## config.mk

```make
export PLATFORM = sky130hd
export DESIGN_NAME = random_family_size_and_ages
export DESIGN_NICKNAME = d
export VERILOG_FILES = /design/src/rtl/rfsa_pkg.sv /design/src/rtl/rfsa_cfg.sv /design/src/rtl/rfsa_front.sv /design/src/rtl/rfsa_queue.sv /design/src/rtl/rfsa_back.sv /design/src/rtl/random_family_size_and_ages.sv
export SDC_FILE = /design/constraint.sdc
export NUM_CORES = 2
export LEC_CHECK = 0
export BUFFER_PORTS_ARGS = -buffer_cell sky130_fd_sc_hd__buf_2
export CORE_ASPECT_RATIO = 0.5
export CORE_MARGIN = 2
export CORE_UTILIZATION = 43
export DETAILED_ROUTE_END_ITERATION = 10
export GPL_TIMING_DRIVEN = 1
export HOLD_SLACK_MARGIN = 0.1
export SLEW_MARGIN = 15
export SYNTH_ARGS = -nofsm -noshare
export SYNTH_HDL_FRONTEND = slang
export SYNTH_SLANG_ARGS = --single-unit
```

## constraint.sdc

```tcl
create_clock -name clk -period 11.2 [get_ports clk]
set_input_delay 1.68 -clock clk [delete_from_list [all_inputs] [get_ports clk]]
set_output_delay 1.68 -clock clk [all_outputs]
set_load 0.03 [all_outputs]
```

## src/rtl/rfsa_pkg.sv

```systemverilog
// ----------------------------------------------------------------------------
// rfsa_pkg
// Shared types and constants of the family size and ages sampler: field
// widths, operation and result codes, register map and pipeline item types.
// ----------------------------------------------------------------------------
package rfsa_pkg;

	// field widths
	localparam int WORD_W     = 16;
	localparam int PROB_W     = 16;
	localparam int NUM_PROBS  = 16;
	localparam int SUM_W      = 20;
	localparam int COUNT_W    = 4;
	localparam int AGE_W      = 6;
	localparam int ENT_W      = 5;
	localparam int N_W        = 7;
	localparam int MUL_W      = WORD_W + N_W;
	localparam int CFG_DATA_W = 64;
	localparam int CFG_ADDR_W = 6;

	// decoupling queue between front and back
	localparam int QUEUE_DEPTH = 4;
	localparam int QPTR_W      = 2;
	localparam int QCNT_W      = 3;

	// operation codes of an input item
	localparam logic OP_TOSS = 1'b0;
	localparam logic OP_PICK = 1'b1;

	// result kinds
	localparam logic KIND_COUNT = 1'b0;
	localparam logic KIND_AGE   = 1'b1;

	// register map, one register every eight bytes
	typedef enum logic [2:0] {
		REG_PROB0,
		REG_PROB1,
		REG_PROB2,
		REG_PROB3,
		REG_ENTRIES,
		REG_FIRST_AGE,
		REG_LAST_AGE
	} reg_idx_t;

	// how ages are spread over a family
	typedef enum logic [1:0] {
		MODE_DISTINCT,
		MODE_INDEP,
		MODE_YEARLY
	} spread_mode_t;

	// configuration as seen by the datapath
	typedef struct packed {
		logic [3:0][CFG_DATA_W-1:0] prob_word;
		logic [ENT_W-1:0]           prob_entries;
		logic [AGE_W-1:0]           first_age;
		logic [AGE_W-1:0]           last_age;
	} cfg_t;

	// classified item handed from front to back
	typedef struct packed {
		logic               operation;
		logic [COUNT_W-1:0] count;
		logic [WORD_W-1:0]  word;
	} item_t;

endpackage

```

## src/rtl/rfsa_cfg.sv

```systemverilog
// ----------------------------------------------------------------------------
// rfsa_cfg
// APB-style register file holding the probability table, the table size and
// the age range.
// ----------------------------------------------------------------------------
module rfsa_cfg import rfsa_pkg::*; (
	input  logic                  clk,
	input  logic                  arst_n,
	input  logic                  psel,
	input  logic                  penable,
	input  logic                  pwrite,
	input  logic [CFG_ADDR_W-1:0] paddr,
	input  logic [CFG_DATA_W-1:0] pwdata,
	output logic [CFG_DATA_W-1:0] prdata,
	output logic                  pready,
	output cfg_t                  cfg
);

	logic [3:0][CFG_DATA_W-1:0] prob_q;
	logic [ENT_W-1:0]           entries_q;
	logic [AGE_W-1:0]           first_q;
	logic [AGE_W-1:0]           last_q;
	logic                       wr_en;
	reg_idx_t                   reg_sel;

	assign pready  = 1'b1;
	assign wr_en   = psel && penable && pwrite;
	assign reg_sel = reg_idx_t'(paddr[CFG_ADDR_W-1:3]);

	// register writes
	always_ff @(posedge clk or negedge arst_n) begin
		if (!arst_n) begin
			prob_q    <= '0;
			entries_q <= ENT_W'(NUM_PROBS);
			first_q   <= AGE_W'(1);
			last_q    <= AGE_W'(63);
		end else if (wr_en) begin
			case (reg_sel)
				REG_PROB0:     prob_q[0] <= pwdata;
				REG_PROB1:     prob_q[1] <= pwdata;
				REG_PROB2:     prob_q[2] <= pwdata;
				REG_PROB3:     prob_q[3] <= pwdata;
				REG_ENTRIES:   entries_q <= pwdata[ENT_W-1:0];
				REG_FIRST_AGE: first_q   <= pwdata[AGE_W-1:0];
				REG_LAST_AGE:  last_q    <= pwdata[AGE_W-1:0];
				default: ;
			endcase
		end
	end

	// register reads
	always_comb begin
		case (reg_sel)
			REG_PROB0:     prdata = prob_q[0];
			REG_PROB1:     prdata = prob_q[1];
			REG_PROB2:     prdata = prob_q[2];
			REG_PROB3:     prdata = prob_q[3];
			REG_ENTRIES:   prdata = CFG_DATA_W'(entries_q);
			REG_FIRST_AGE: prdata = CFG_DATA_W'(first_q);
			REG_LAST_AGE:  prdata = CFG_DATA_W'(last_q);
			default:       prdata = '0;
		endcase
	end

	assign cfg.prob_word    = prob_q;
	assign cfg.prob_entries = entries_q;
	assign cfg.first_age    = first_q;
	assign cfg.last_age     = last_q;

endmodule

```

## src/rtl/rfsa_front.sv

```systemverilog
// ----------------------------------------------------------------------------
// rfsa_front
// Accepts items, classifies them and resolves the child count of a toss
// against the running sums of the probability table.
// ----------------------------------------------------------------------------
module rfsa_front import rfsa_pkg::*; #(
	parameter int MAX_CHILDREN = 15
) (
	input  logic              clk,
	input  logic              arst_n,
	input  logic              in_valid,
	output logic              in_ready,
	input  logic              operation,
	input  logic [WORD_W-1:0] random_word,
	input  cfg_t              cfg,
	input  logic              q_full,
	output logic              push,
	output item_t             push_item
);

	localparam int ENT_MAX = MAX_CHILDREN + 1;

	logic [SUM_W-1:0]   lvl [0:4][0:NUM_PROBS-1];
	logic [SUM_W-1:0]   sums_q [NUM_PROBS];
	logic [ENT_W-1:0]   ent_eff;
	logic               adv;
	logic               valid_s1;
	logic               op_s1;
	logic [WORD_W-1:0]  word_s1;
	logic               valid_s2;
	logic               op_s2;
	logic [WORD_W-1:0]  word_s2;
	logic [ENT_W-1:0]   ent_s2;
	logic [NUM_PROBS-1:0] hit;
	logic [COUNT_W-1:0] count_d;

	// running sums of the table, parallel prefix over four levels
	always_comb begin
		for (int c = 0; c < NUM_PROBS; c++) begin
			lvl[0][c] = SUM_W'(cfg.prob_word[c >> 2][(c & 3) * PROB_W +: PROB_W]);
		end
		for (int l = 0; l < 4; l++) begin
			for (int c = 0; c < NUM_PROBS; c++) begin
				if (c >= (1 << l)) begin
					lvl[l+1][c] = lvl[l][c] + lvl[l][c - (1 << l)];
				end else begin
					lvl[l+1][c] = lvl[l][c];
				end
			end
		end
	end

	always_ff @(posedge clk) begin
		for (int c = 0; c < NUM_PROBS; c++) begin
			sums_q[c] <= lvl[4][c];
		end
	end

	// table entries in use
	assign ent_eff = (cfg.prob_entries > ENT_W'(ENT_MAX)) ? ENT_W'(ENT_MAX)
		: cfg.prob_entries;

	// flow control
	assign adv      = !valid_s2 || !q_full;
	assign in_ready = !valid_s1 || adv;
	assign push     = valid_s2 && !q_full;

	// input stage
	always_ff @(posedge clk or negedge arst_n) begin
		if (!arst_n) begin
			valid_s1 <= 1'b0;
		end else if (in_ready) begin
			valid_s1 <= in_valid;
		end
	end

	always_ff @(posedge clk) begin
		if (in_ready) begin
			op_s1   <= operation;
			word_s1 <= random_word;
		end
	end

	// classify stage
	always_ff @(posedge clk or negedge arst_n) begin
		if (!arst_n) begin
			valid_s2 <= 1'b0;
		end else if (adv) begin
			valid_s2 <= valid_s1;
		end
	end

	always_ff @(posedge clk) begin
		if (adv) begin
			op_s2   <= op_s1;
			word_s2 <= word_s1;
			ent_s2  <= ent_eff;
		end
	end

	// first count whose running sum lies above the coin
	always_comb begin
		count_d = '0;
		for (int c = 0; c < NUM_PROBS; c++) begin
			hit[c] = (ENT_W'(c) < ent_s2) && (SUM_W'(word_s2) < sums_q[c]);
		end
		for (int c = NUM_PROBS - 1; c >= 0; c--) begin
			if (hit[c]) begin
				count_d = COUNT_W'(c);
			end
		end
	end

	assign push_item.operation = op_s2;
	assign push_item.count     = (op_s2 == OP_TOSS) ? count_d : '0;
	assign push_item.word      = word_s2;

endmodule

```

## src/rtl/rfsa_queue.sv

```systemverilog
// ----------------------------------------------------------------------------
// rfsa_queue
// Short FIFO of classified items between the front and the back.
// ----------------------------------------------------------------------------
module rfsa_queue import rfsa_pkg::*; (
	input  logic  clk,
	input  logic  arst_n,
	input  logic  push,
	input  item_t push_item,
	input  logic  pop,
	output logic  full,
	output logic  head_valid,
	output item_t head
);

	item_t             entry_q [QUEUE_DEPTH];
	logic [QPTR_W-1:0] wr_ptr_q;
	logic [QPTR_W-1:0] rd_ptr_q;
	logic [QCNT_W-1:0] cnt_q;
	logic              do_push;
	logic              do_pop;

	assign full       = (cnt_q == QCNT_W'(QUEUE_DEPTH));
	assign head_valid = (cnt_q != '0);
	assign do_push    = push && !full;
	assign do_pop     = pop && head_valid;
	assign head       = entry_q[rd_ptr_q];

	// pointers and fill count
	always_ff @(posedge clk or negedge arst_n) begin
		if (!arst_n) begin
			wr_ptr_q <= '0;
			rd_ptr_q <= '0;
			cnt_q    <= '0;
		end else begin
			if (do_push) begin
				wr_ptr_q <= wr_ptr_q + QPTR_W'(1);
			end
			if (do_pop) begin
				rd_ptr_q <= rd_ptr_q + QPTR_W'(1);
			end
			if (do_push && !do_pop) begin
				cnt_q <= cnt_q + QCNT_W'(1);
			end else if (do_pop && !do_push) begin
				cnt_q <= cnt_q - QCNT_W'(1);
			end
		end
	end

	// storage
	always_ff @(posedge clk) begin
		if (do_push) begin
			entry_q[wr_ptr_q] <= push_item;
		end
	end

endmodule

```

## src/rtl/rfsa_back.sv

```systemverilog
// ----------------------------------------------------------------------------
// rfsa_back
// Carries out tosses and picks: family state, age slot store with shuffle
// write-back, and the output register.
// ----------------------------------------------------------------------------
module rfsa_back import rfsa_pkg::*; #(
	parameter int AGE_SLOTS = 64
) (
	input  logic               clk,
	input  logic               arst_n,
	input  cfg_t               cfg,
	input  logic               head_valid,
	input  item_t              head,
	output logic               pop,
	output logic               out_valid,
	input  logic               out_ready,
	output logic               result_kind,
	output logic [COUNT_W-1:0] child_count,
	output logic [AGE_W-1:0]   child_age,
	output logic               last_child,
	output logic               misuse
);

	localparam int SLOT_W   = $clog2(AGE_SLOTS);
	localparam int SLOT_MAX = AGE_SLOTS - 1;
	localparam int KA_W     = N_W + 1;

	// family state
	logic [COUNT_W-1:0]  pending_q;
	logic [COUNT_W-1:0]  picks_q;
	spread_mode_t        mode_q;
	logic [AGE_SLOTS-1:0] written_q;

	// slot store
	logic [AGE_W-1:0]    slot_mem [AGE_SLOTS];

	// execute stage signals
	logic                adv;
	logic                take;
	logic                is_toss;
	logic [AGE_W-1:0]    hi_age;
	logic [N_W-1:0]      n_raw;
	logic [N_W-1:0]      n_ages;
	logic [N_W-1:0]      k_ext;
	logic [N_W-1:0]      span;
	logic [N_W-1:0]      mul_span;
	logic [MUL_W-1:0]    prod;
	logic [N_W-1:0]      scale;
	logic [KA_W-1:0]     ka_raw;
	logic [SLOT_W-1:0]   ka;
	logic [SLOT_W-1:0]   kk;
	logic [N_W-1:0]      cnt_ext;
	spread_mode_t        new_mode;
	logic                kind_d;
	logic [COUNT_W-1:0]  count_d;
	logic [AGE_W-1:0]    age_d;
	logic                last_d;
	logic                misuse_d;
	logic                need_mem_d;

	// slot stage registers
	logic                valid_s1;
	logic                kind_s1;
	logic [COUNT_W-1:0]  count_s1;
	logic [AGE_W-1:0]    age_s1;
	logic                last_s1;
	logic                misuse_s1;
	logic                need_mem_s1;
	logic [SLOT_W-1:0]   ka_s1;
	logic [SLOT_W-1:0]   kk_s1;
	logic [AGE_W-1:0]    rd_ka_s1;
	logic [AGE_W-1:0]    rd_kk_s1;

	// last write, for read-during-write forwarding
	logic                lw_valid_q;
	logic [SLOT_W-1:0]   lw_addr_q;
	logic [AGE_W-1:0]    lw_data_q;

	// slot stage logic
	logic [AGE_W-1:0]    data_ka;
	logic [AGE_W-1:0]    data_kk;
	logic [AGE_W-1:0]    val_ka;
	logic [AGE_W-1:0]    val_kk;
	logic                we;

	// output register
	logic                out_valid_q;
	logic                kind_q;
	logic [COUNT_W-1:0]  count_q;
	logic [AGE_W-1:0]    age_q;
	logic                last_q;
	logic                misuse_q;

	assign adv     = !out_valid_q || out_ready;
	assign take    = head_valid && adv;
	assign pop     = take;
	assign is_toss = (head.operation == OP_TOSS);

	// number of ages in range, last below first counts as one age
	assign hi_age = (cfg.last_age < cfg.first_age) ? cfg.first_age : cfg.last_age;
	assign n_raw  = N_W'(hi_age) - N_W'(cfg.first_age) + N_W'(1);
	assign n_ages = (n_raw > N_W'(AGE_SLOTS)) ? N_W'(AGE_SLOTS) : n_raw;

	// draw scaling, one shared multiplier
	assign k_ext    = N_W'(picks_q);
	assign span     = (n_ages > k_ext) ? (n_ages - k_ext) : N_W'(1);
	assign mul_span = (mode_q == MODE_DISTINCT) ? span : n_ages;
	assign prod     = MUL_W'(head.word) * MUL_W'(mul_span);
	assign scale    = prod[MUL_W-1:WORD_W];

	// shuffle slot indexes, saturated to the store
	assign ka_raw = KA_W'(picks_q) + KA_W'(scale);
	assign ka     = (ka_raw > KA_W'(SLOT_MAX)) ? SLOT_W'(SLOT_MAX) : ka_raw[SLOT_W-1:0];
	assign kk     = (KA_W'(picks_q) > KA_W'(SLOT_MAX)) ? SLOT_W'(SLOT_MAX)
		: SLOT_W'(picks_q);

	// spread mode of a new family
	assign cnt_ext = N_W'(head.count);
	always_comb begin
		if (cnt_ext < n_ages) begin
			new_mode = MODE_DISTINCT;
		end else if (cnt_ext > n_ages) begin
			new_mode = MODE_INDEP;
		end else begin
			new_mode = MODE_YEARLY;
		end
	end

	// result of the item at the queue head
	always_comb begin
		kind_d     = KIND_AGE;
		count_d    = '0;
		age_d      = '0;
		last_d     = 1'b0;
		misuse_d   = 1'b0;
		need_mem_d = 1'b0;
		if (is_toss) begin
			kind_d  = KIND_COUNT;
			count_d = head.count;
			last_d  = (head.count == '0);
		end else if (pending_q == '0) begin
			misuse_d = 1'b1;
		end else begin
			last_d = (pending_q == COUNT_W'(1));
			case (mode_q)
				MODE_DISTINCT: need_mem_d = 1'b1;
				MODE_INDEP:    age_d = cfg.first_age + scale[AGE_W-1:0];
				default:       age_d = cfg.first_age + AGE_W'(picks_q);
			endcase
		end
	end

	// family state update
	always_ff @(posedge clk or negedge arst_n) begin
		if (!arst_n) begin
			pending_q <= '0;
			picks_q   <= '0;
			mode_q    <= MODE_DISTINCT;
		end else if (take) begin
			if (is_toss) begin
				pending_q <= head.count;
				picks_q   <= '0;
				mode_q    <= new_mode;
			end else if (pending_q != '0) begin
				pending_q <= pending_q - COUNT_W'(1);
				picks_q   <= picks_q + COUNT_W'(1);
			end
		end
	end

	// slot stage valid
	always_ff @(posedge clk or negedge arst_n) begin
		if (!arst_n) begin
			valid_s1 <= 1'b0;
		end else if (adv) begin
			valid_s1 <= head_valid;
		end
	end

	always_ff @(posedge clk) begin
		if (take) begin
			kind_s1     <= kind_d;
			count_s1    <= count_d;
			age_s1      <= age_d;
			last_s1     <= last_d;
			misuse_s1   <= misuse_d;
			need_mem_s1 <= need_mem_d;
			ka_s1       <= ka;
			kk_s1       <= kk;
		end
	end

	// slot store, one write and two registered reads
	always_ff @(posedge clk) begin
		if (we) begin
			slot_mem[ka_s1] <= val_kk;
		end
		if (take) begin
			rd_ka_s1 <= slot_mem[ka];
			rd_kk_s1 <= slot_mem[kk];
		end
	end

	// slot values with forwarding; untouched slots hold their own age
	assign data_ka = (lw_valid_q && (lw_addr_q == ka_s1)) ? lw_data_q : rd_ka_s1;
	assign data_kk = (lw_valid_q && (lw_addr_q == kk_s1)) ? lw_data_q : rd_kk_s1;
	assign val_ka  = written_q[ka_s1] ? data_ka : (cfg.first_age + AGE_W'(ka_s1));
	assign val_kk  = written_q[kk_s1] ? data_kk : (cfg.first_age + AGE_W'(kk_s1));
	assign we      = adv && valid_s1 && need_mem_s1 && (ka_s1 != kk_s1);

	// written flags, a new family clears them all
	always_ff @(posedge clk or negedge arst_n) begin
		if (!arst_n) begin
			written_q <= '0;
		end else if (take && is_toss) begin
			written_q <= '0;
		end else if (we) begin
			written_q[ka_s1] <= 1'b1;
		end
	end

	// last write tracking
	always_ff @(posedge clk or negedge arst_n) begin
		if (!arst_n) begin
			lw_valid_q <= 1'b0;
		end else if (adv) begin
			lw_valid_q <= we;
		end
	end

	always_ff @(posedge clk) begin
		if (adv) begin
			lw_addr_q <= ka_s1;
			lw_data_q <= val_kk;
		end
	end

	// output register
	always_ff @(posedge clk or negedge arst_n) begin
		if (!arst_n) begin
			out_valid_q <= 1'b0;
		end else if (adv) begin
			out_valid_q <= valid_s1;
		end
	end

	always_ff @(posedge clk) begin
		if (adv && valid_s1) begin
			kind_q   <= kind_s1;
			count_q  <= count_s1;
			age_q    <= need_mem_s1 ? val_ka : age_s1;
			last_q   <= last_s1;
			misuse_q <= misuse_s1;
		end
	end

	assign out_valid   = out_valid_q;
	assign result_kind = kind_q;
	assign child_count = count_q;
	assign child_age   = age_q;
	assign last_child  = last_q;
	assign misuse      = misuse_q;

endmodule

```

## src/rtl/random_family_size_and_ages.sv

```systemverilog
// ----------------------------------------------------------------------------
// random_family_size_and_ages
// Samples a family size from a configured table and then the age of each
// child, distinct, independent or one per year.
// ----------------------------------------------------------------------------
// Usage:
//   An input item is accepted when in_valid and in_ready are both high.
//   operation selects a toss (new child count from a Q0.16 coin) or a pick
//   (age of the next child from a 16-bit draw). Every item gives exactly one
//   result item on out_valid/out_ready, in order.
//   From acceptance to out_valid an item passes the input register, count
//   compare, queue, slot store read and output register. Throughput is one
//   item per cycle while out_ready stays high; the slot store's one write port
//   and its forwarding path let a pick read what the pick before it just wrote.
//   The APB port writes the table and age range; pready is always high.
//   Reset restores the default configuration and empties the family state;
//   the slot store needs no clearing pass, per-slot written flags clear at
//   once. When out_ready is low the result holds, the back end halts, the
//   four-entry queue fills and then in_ready drops.
// ----------------------------------------------------------------------------
module random_family_size_and_ages import rfsa_pkg::*; #(
	parameter int MAX_CHILDREN = 15,
	parameter int AGE_SLOTS    = 64
) (
	input  logic                  clk,
	input  logic                  arst_n,
	input  logic                  in_valid,
	output logic                  in_ready,
	input  logic                  operation,
	input  logic [WORD_W-1:0]     random_word,
	output logic                  out_valid,
	input  logic                  out_ready,
	output logic                  result_kind,
	output logic [COUNT_W-1:0]    child_count,
	output logic [AGE_W-1:0]      child_age,
	output logic                  last_child,
	output logic                  misuse,
	input  logic                  psel,
	input  logic                  penable,
	input  logic                  pwrite,
	input  logic [CFG_ADDR_W-1:0] paddr,
	input  logic [CFG_DATA_W-1:0] pwdata,
	output logic [CFG_DATA_W-1:0] prdata,
	output logic                  pready
);

	cfg_t  cfg;
	logic  q_full;
	logic  push;
	item_t push_item;
	logic  pop;
	logic  head_valid;
	item_t head;

	// configuration registers
	rfsa_cfg u_cfg (
		.clk     (clk),
		.arst_n  (arst_n),
		.psel    (psel),
		.penable (penable),
		.pwrite  (pwrite),
		.paddr   (paddr),
		.pwdata  (pwdata),
		.prdata  (prdata),
		.pready  (pready),
		.cfg     (cfg)
	);

	// accept and classify
	rfsa_front #(
		.MAX_CHILDREN (MAX_CHILDREN)
	) u_front (
		.clk         (clk),
		.arst_n      (arst_n),
		.in_valid    (in_valid),
		.in_ready    (in_ready),
		.operation   (operation),
		.random_word (random_word),
		.cfg         (cfg),
		.q_full      (q_full),
		.push        (push),
		.push_item   (push_item)
	);

	// decoupling queue
	rfsa_queue u_queue (
		.clk        (clk),
		.arst_n     (arst_n),
		.push       (push),
		.push_item  (push_item),
		.pop        (pop),
		.full       (q_full),
		.head_valid (head_valid),
		.head       (head)
	);

	// execute
	rfsa_back #(
		.AGE_SLOTS (AGE_SLOTS)
	) u_back (
		.clk         (clk),
		.arst_n      (arst_n),
		.cfg         (cfg),
		.head_valid  (head_valid),
		.head        (head),
		.pop         (pop),
		.out_valid   (out_valid),
		.out_ready   (out_ready),
		.result_kind (result_kind),
		.child_count (child_count),
		.child_age   (child_age),
		.last_child  (last_child),
		.misuse      (misuse)
	);

endmodule

```

Word-level counts from Yosys, hierarchy flattened
Memories as Yosys holds them, arrays and structs flattened. A register that Yosys moved wholly into a read port is not among the register bits.
Index checks and enable logic that the tools add are counted.

storage, ports and cells
  bits in latches = 0
  bits in writable memories = 788
  bits of input ports = 94
  bits in read-only memories = 0
  logic and storage cells = 275
  memories = 3
  register bits = 447

cells by class
  mux-type cells = 54
  bitwise operators = 2
  $add $sub $neg = 63
  $mul = 1
  eq/ne operators = 13
  shift operators = 0
  magnitude comparators = 42
  div/mod/pow operators = 0
  reductions and logical operators = 58

memory list
  memory           words  width  rd ports  clocked after memory_dff  wr ports  RTL line          source
  u_back.slot_mem  64     6      2         2                         1         rfsa_back.sv:35   logic [AGE_W-1:0] slot_mem [AGE_SLOTS];
  u_front.sums_q   16     20     16        0                         16        rfsa_front.sv:24  logic [SUM_W-1:0] sums_q [NUM_PROBS];
  u_queue.entry_q  4      21     1         0                         1         rfsa_queue.sv:16  item_t entry_q [QUEUE_DEPTH];

operators with widths
  cell                count
  $add 20x20->20      31
  $pmux 64 s7         1
  $lt 16x20->1        16
  $add 16x16->17      15
  $mux 64             2
  $mux 4              21
  $or 64x64->64       1
  $add 20x16->20      3
  $mux 6              7
  $lt 4x5->1 const A  8
  $logic_and 1x1->1   31
  $mul 16x7->23       1
  $mux 7              3
  $lt 3x5->1 const A  4
  $reduce_and 2->1    9
  $add 6x4->6         2
  $add 6x6->6         2
  $eq 3x3->1 const B  4
  $mux 1              12
  $pmux 6 s2          1
  $lt 1x5->1 const A  2
  $lt 2x5->1 const A  2
  $add 4x7->8         1
  $gt 8x6->1 const B  1
  40 further kinds    53

Longest topological paths before layout
An unclocked memory read counts as a cell.

  word-level depth = 20
  depth in mapped cells = 59

By module
A second synthesis with hierarchy kept.

unflattened totals
  cell total of the unflattened synthesis = 8365
  area total of the unflattened synthesis = 88239.6 sq um

modules (own cells, without submodules)
  module      area an instance (sq um)  seq. area each (sq um)  cells an instance  instances
  rfsa_front  45369.8                   7327.0                  5241               1
  rfsa_back   27131.0                   15289.7                 2212               1
  rfsa_cfg    12259.3                   6841.6                  767                1
  rfsa_queue  3479.6                    2697.6                  145                1

Worst setup path after synthesis
Ideal clock, no wire load.

  path type = register -> register
  start = reg u_cfg.first_q[1]
  end = reg u_back.rd_ka_s1[2], read port of u_back.slot_mem (data pin)
  library setup time = 0.270 ns
  buffers on the path = 3
  cell stages (with the launch flop) = 54
  clock period less this slack = 12.340 ns
  data arrival time = 12.070 ns
  setup slack = -1.140 ns
  cells stage by stage = dfrtp_1 > inv_1 > ha_1 > o21ai_0 > nand2b_1 > a21oi_1 > nor2b_1 > o21ai_0 > nand2b_1 > a21oi_1 > mux2_2 > ha_1 > ha_1 > a211oi_1 > or4b_1 > a31o_2 > inv_1 > ha_1 > [... 18 more ...] > a211oi_1 > a21oi_1 > o21a_1 > nor2_1 > nor2b_1 > o21a_1 > nor2_1 > ha_1 > a21oi_1 > inv_1 > a21oi_1 > nand4_2 > a21o_1 > buf_2 > or3_1 > o32a_1 > a221oi_1 > o32ai_1

between the ends
  cells in the longest elaborated chain, start to end = 13
  elaborated cells on any way between the ends = 14
  those cells by class = add/sub: 4; mul: 1; order compare: 4; mux: 5

RTL lines
  item                                       RTL line          source
  from (decl)                                rfsa_cfg.sv:21    logic [AGE_W-1:0] first_q;
  from (signal assigned)                     rfsa_cfg.sv:44    REG_FIRST_AGE: first_q <= pwdata[AGE_W-1:0];
  $lt 6x6->1                                 rfsa_back.sv:100  assign hi_age = (cfg.last_age < cfg.first_age) ? cfg.first_age : cfg.last_age;
  $mux 6                                     rfsa_back.sv:100
  $sub 6x6->7 *                              rfsa_back.sv:101  assign n_raw = N_W'(hi_age) - N_W'(cfg.first_age) + N_W'(1);
  $add 7x1->7 *                              rfsa_back.sv:101
  $gt 7x7->1                                 rfsa_back.sv:102  assign n_ages = (n_raw > N_W'(AGE_SLOTS)) ? N_W'(AGE_SLOTS) : n_raw;
  $mux 7 *                                   rfsa_back.sv:102
  $sub 7x4->7 or $gt 7x4->1 (tied branches)  rfsa_back.sv:106  assign span = (n_ages > k_ext) ? (n_ages - k_ext) : N_W'(1);
  $mux 7                                     rfsa_back.sv:106
  $mux 7 *                                   rfsa_back.sv:107  assign mul_span = (mode_q == MODE_DISTINCT) ? span : n_ages;
  $mul 16x7->23 *                            rfsa_back.sv:108  assign prod = MUL_W'(head.word) * MUL_W'(mul_span);
  $add 4x7->8 *                              rfsa_back.sv:112  assign ka_raw = KA_W'(picks_q) + KA_W'(scale);
  $gt 8x6->1                                 rfsa_back.sv:113  assign ka = (ka_raw > KA_W'(SLOT_MAX)) ? SLOT_W'(SLOT_MAX) : ka_raw[SLOT_W-1:0];
  $mux 6 *                                   rfsa_back.sv:113
  to (decl)                                  rfsa_back.sv:71   logic [AGE_W-1:0] rd_ka_s1;

Every way passes the cells marked *; elsewhere a longest branch is shown, timed or not.
A chain may end at the register's enable or synchronous reset.

Final worst setup path
  start = reg u_cfg.last_q[1]
  end = reg u_back.rd_ka_s1[2], read port of u_back.slot_mem (data pin)

between the ends
  cells in the longest elaborated chain, start to end = 13
  elaborated cells on any way between the ends = 14
  those cells by class = add/sub: 4; mul: 1; order compare: 4; mux: 5

RTL lines
  item                                       RTL line          source
  from (decl)                                rfsa_cfg.sv:22    logic [AGE_W-1:0] last_q;
  from (signal assigned)                     rfsa_cfg.sv:45    REG_LAST_AGE: last_q <= pwdata[AGE_W-1:0];
  $lt 6x6->1                                 rfsa_back.sv:100
  $mux 6 *                                   rfsa_back.sv:100
  $sub 6x6->7 *                              rfsa_back.sv:101
  $add 7x1->7 *                              rfsa_back.sv:101
  $gt 7x7->1                                 rfsa_back.sv:102
  $mux 7 *                                   rfsa_back.sv:102
  $sub 7x4->7 or $gt 7x4->1 (tied branches)  rfsa_back.sv:106
  $mux 7                                     rfsa_back.sv:106
  $mux 7 *                                   rfsa_back.sv:107
  $mul 16x7->23 *                            rfsa_back.sv:108
  $add 4x7->8 *                              rfsa_back.sv:112
  $gt 8x6->1                                 rfsa_back.sv:113
  $mux 6 *                                   rfsa_back.sv:113

Marked as above.

==> metrics.md <==
| Metric | Value |
|---|---|
| Hold_buf cts | `0` |
| Final HPWL DP | `195,000 um` |
| Clock Tree Root | `clkbuf_16` |
| # H-tree levels | `3` |
| Uppermost routed layer | `met5` |
| Wire length on met3 | `roughly 18,000 um` |
| CTS Buf Count | `about 120` |
| Top cell by count, worst path | `ha_4` |
| Crit path largest cell delay | `between 0.5 and 0.6 ns` |
| Synth Net Count | `9,169` |
| Share of cells above drive strength 1 | `15.76%` |
| Place WS | `-0.8781 ns` |
| CP delay by family, top | `compound AO/OA/AOI/OAI gates` |
| Min-delay worst type | `reg -> reg` |
| Final worst clock skew | `between 0.05 and 0.06 ns` |
| Remaining antenna violation count | `0` |
| Required time of the critical path | `11.74 ns` |
| Mapped Area | `82,970 um^2` |
| Number of global-route vias before repair | `~61,000` |
| Crit path arrival time | `12.19 ns` |
| Crit path buffers/inverters | `11` |
| Vias per cell | `5.603` |
| Clock-pin slew on the worst setup and hold paths | `0.07 ns` |
| # IOs | `approximately 170` |
| I/O Buffers | `about 170` |
| Core area | `190,700 um^2` |
| Synth-to-layout area growth | `14.16%` |
| Final min period | `11.64 ns` |
| Clk_lat worst skew | `about 0.81 ns` |
| Placed insts | `10,610` |
| Synthesis warning total | `0` |
| Max-cap viol count | `0` |
| Crit path kind | `reg -> reg` |
| Die ar. | `196,700 um^2` |
| Fmax | `85.89 MHz` |
| Worst setup SP type | `flip-flop` |
| All-Layer GR Usage | `between 20% and 30%` |
| Iter 0 DRT Violations | `4,807` |
| Final hold vios | `0` |
| Met2 wire length | `around 120,000 um` |
| Gpl congestion | `0.9484` |
| Status | `complete, but fails checks` |
| Final nets | `slightly below 10,000` |
| Largest net degree at the start of global routing | `160` |
| Failing checks | `negative setup slack` |
| CTS tree | `done` |
| Setup violations, final | `6` |
| Clk buf depth | `3` |
| CP endpoint kind | `flip-flop` |
| Starting Density | `43.50%` |
| Final core occ | `~50%` |
| Final std cells w/o fill | `10,920` |
| Final period utilization | `104.0%` |
| Netlist cell types | `91` |
| Antenna violations before repair | `23` |
| Core Rows | `113` |
| Min setup slack post-route | `-0.4426 ns` |
| Final max-slew violation count | `0` |
| Drt pass-1 iters | `5` |
| CP max FO | `16` |
| Post-synthesis sequential area ratio | `between 30% and 40%` |
| Die H | `314.6 um` |
| Die width | `625.2 um` |
| #FFs+latches synth | `1,232` |
| Setup TNS | `-2.413 ns` |
| Mean Syn Cell Area | `10.64 um^2` |
| Worst-margin pin slew | `1.270 ns` |
| Slew HR | `between 15 and 20%` |
| Via count | `61,190` |
| DRT Wirelength | `254,900 um` |
| Clock sinks | `~1,200` |
| Drt drc | `0` |
| Post-synthesis async set-or-reset flop share | `29.14%` |
| WL/cell | `23.33 um` |
| Predominant post-synthesis flop cell | `edfxtp_1` |
| RSZ-0062 raised after global routing | `true` |
| Total grt overflow | `0` |
| Crit-path slowest cell | `dfstp_2` |
| M1 wire length | `109,600 um` |
| First-pass GRT wire length | `377,700 um` |
| Gate count after technology mapping | `7,795` |
| Post-synth EDFFs | `568` |
[cells in the mapped netlist, types with 250 or more instances]
master	n	area, um^2
nand2_1	362	1359
ha_1	967	12100
inv_1	833	3127
dfrtp_1	351	8783
dfxtp_1	305	6106
o21bai_1	250	1877
fa_1	313	6266
nor2_1	604	2267
a21oi_1	562	2813
edfxtp_1	568	17060
xnor2_1	467	4090
o21ai_0	264	1321
mux2_2	307	3457
[final timing paths]
path / cells after the start / slack (ns) / end / startpoint
min: 0 / 0.42 / u_front.word_s2[1] / u_front.word_s1[1]
max reg2reg: 56 / -0.44 / u_back.rd_ka_s1[2] / u_cfg.last_q[1]
max: 56 / -0.44 / u_back.rd_ka_s1[2] / u_cfg.last_q[1]
max in group asynchronous: 2 / 8.82 / u_cfg.cfg[144] / arst_n
min in group asynchronous: 1 / 0.91 / u_cfg.cfg[161] / arst_n
min reg2reg: 0 / 0.42 / u_front.word_s2[1] / u_front.word_s1[1]
[placed cells by master, fill, tap and decap left out, types with 74 or more instances in the layout]
| cell | synthesis | routed |
|---|---|---|
| fa_1 | 313 | 312 |
| xnor2_1 | 467 | 464 |
| nor2_1 | 604 | 589 |
| clkbuf_16 | 0 | 118 |
| buf_2 | 20 | 169 |
| edfxtp_1 | 568 | 568 |
| o21ai_0 | 264 | 252 |
| nor2b_1 | 82 | 80 |
| o21bai_1 | 250 | 249 |
| a21oi_1 | 562 | 542 |
| mux2_2 | 307 | 304 |
| nor3_1 | 82 | 74 |
| nand2b_1 | 85 | 81 |
| a21o_1 | 175 | 174 |
| dfxtp_1 | 305 | 305 |
| buf_4 | 4 | 325 |
| ha_1 | 967 | 946 |
| nand2_1 | 362 | 356 |
| inv_1 | 833 | 822 |
| a22oi_1 | 126 | 125 |
| dfrtp_1 | 351 | 349 |
[logic make-up (layout without fill, tap and decap cells)]
family | count (synthesis) | after routing | synth area share (%)
simple gates | 1461 | 1461 | 7.965
buf+inv | 1022 | 1603 | 4.681
fa+ha+maj | 1280 | 1280 | 22.13
mux | 433 | 433 | 6.576
other cells | 1 | 17 | 0.004520
xor+xnor | 538 | 538 | 5.679
compound gates | 1828 | 1828 | 14.21
flops | 1232 | 1232 | 38.76
[metal layers]
metal | vias to the layer above | track usage, %
met5 | - | 0
met4 | 4 | 7.932
met3 | 417 | 4.628
met2 | 1862 | 42.43
met1 | 30340 | 34.27
li1 | 28570 | -
[repair_timing]
action / CTS / global route
cloned: 0 / 3
pin swaps: 65 / 67
resized for setup: 108 / 102
endpoints found under the setup margin: 6 / 12
buffers inserted: 44 / 39
[per-stage QoR]
stage                     hold slack (ns)  area (um^2)
after floorplan                    0.4003        83270
after global placement             0.4098        89020
after detailed placement           0.4052        89020
after CTS                          0.4184        93840
after global routing               0.4252        94700
final                              0.4156        94720
[final cells by class]
cell class	count	area (um^2)
inverters	838	3163
multi-input cells	5541	48140
repair buffers	547	4108
well taps	2530	3166
clock buffers	146	3124
clock inverters	72	823.3
diodes	16	40.04
flip-flops and latches	1232	32160
fillers	17130	96010
[flip-flops by register name (all words and copies together) (netlist names), 16 cells and up]
| register | count |
|---|---|
| u_queue.entry_q | 84 |
| u_front.word_s1 | 16 |
| u_cfg.cfg | 256 |
| u_front.word_s2 | 16 |
| u_back.written_q | 64 |
| u_front.sums_q | 305 |
| u_back.slot_mem | 384 |
Power is not shown: default switching activity piles up to over one toggle a cycle in this logic, so the estimate is an artifact.
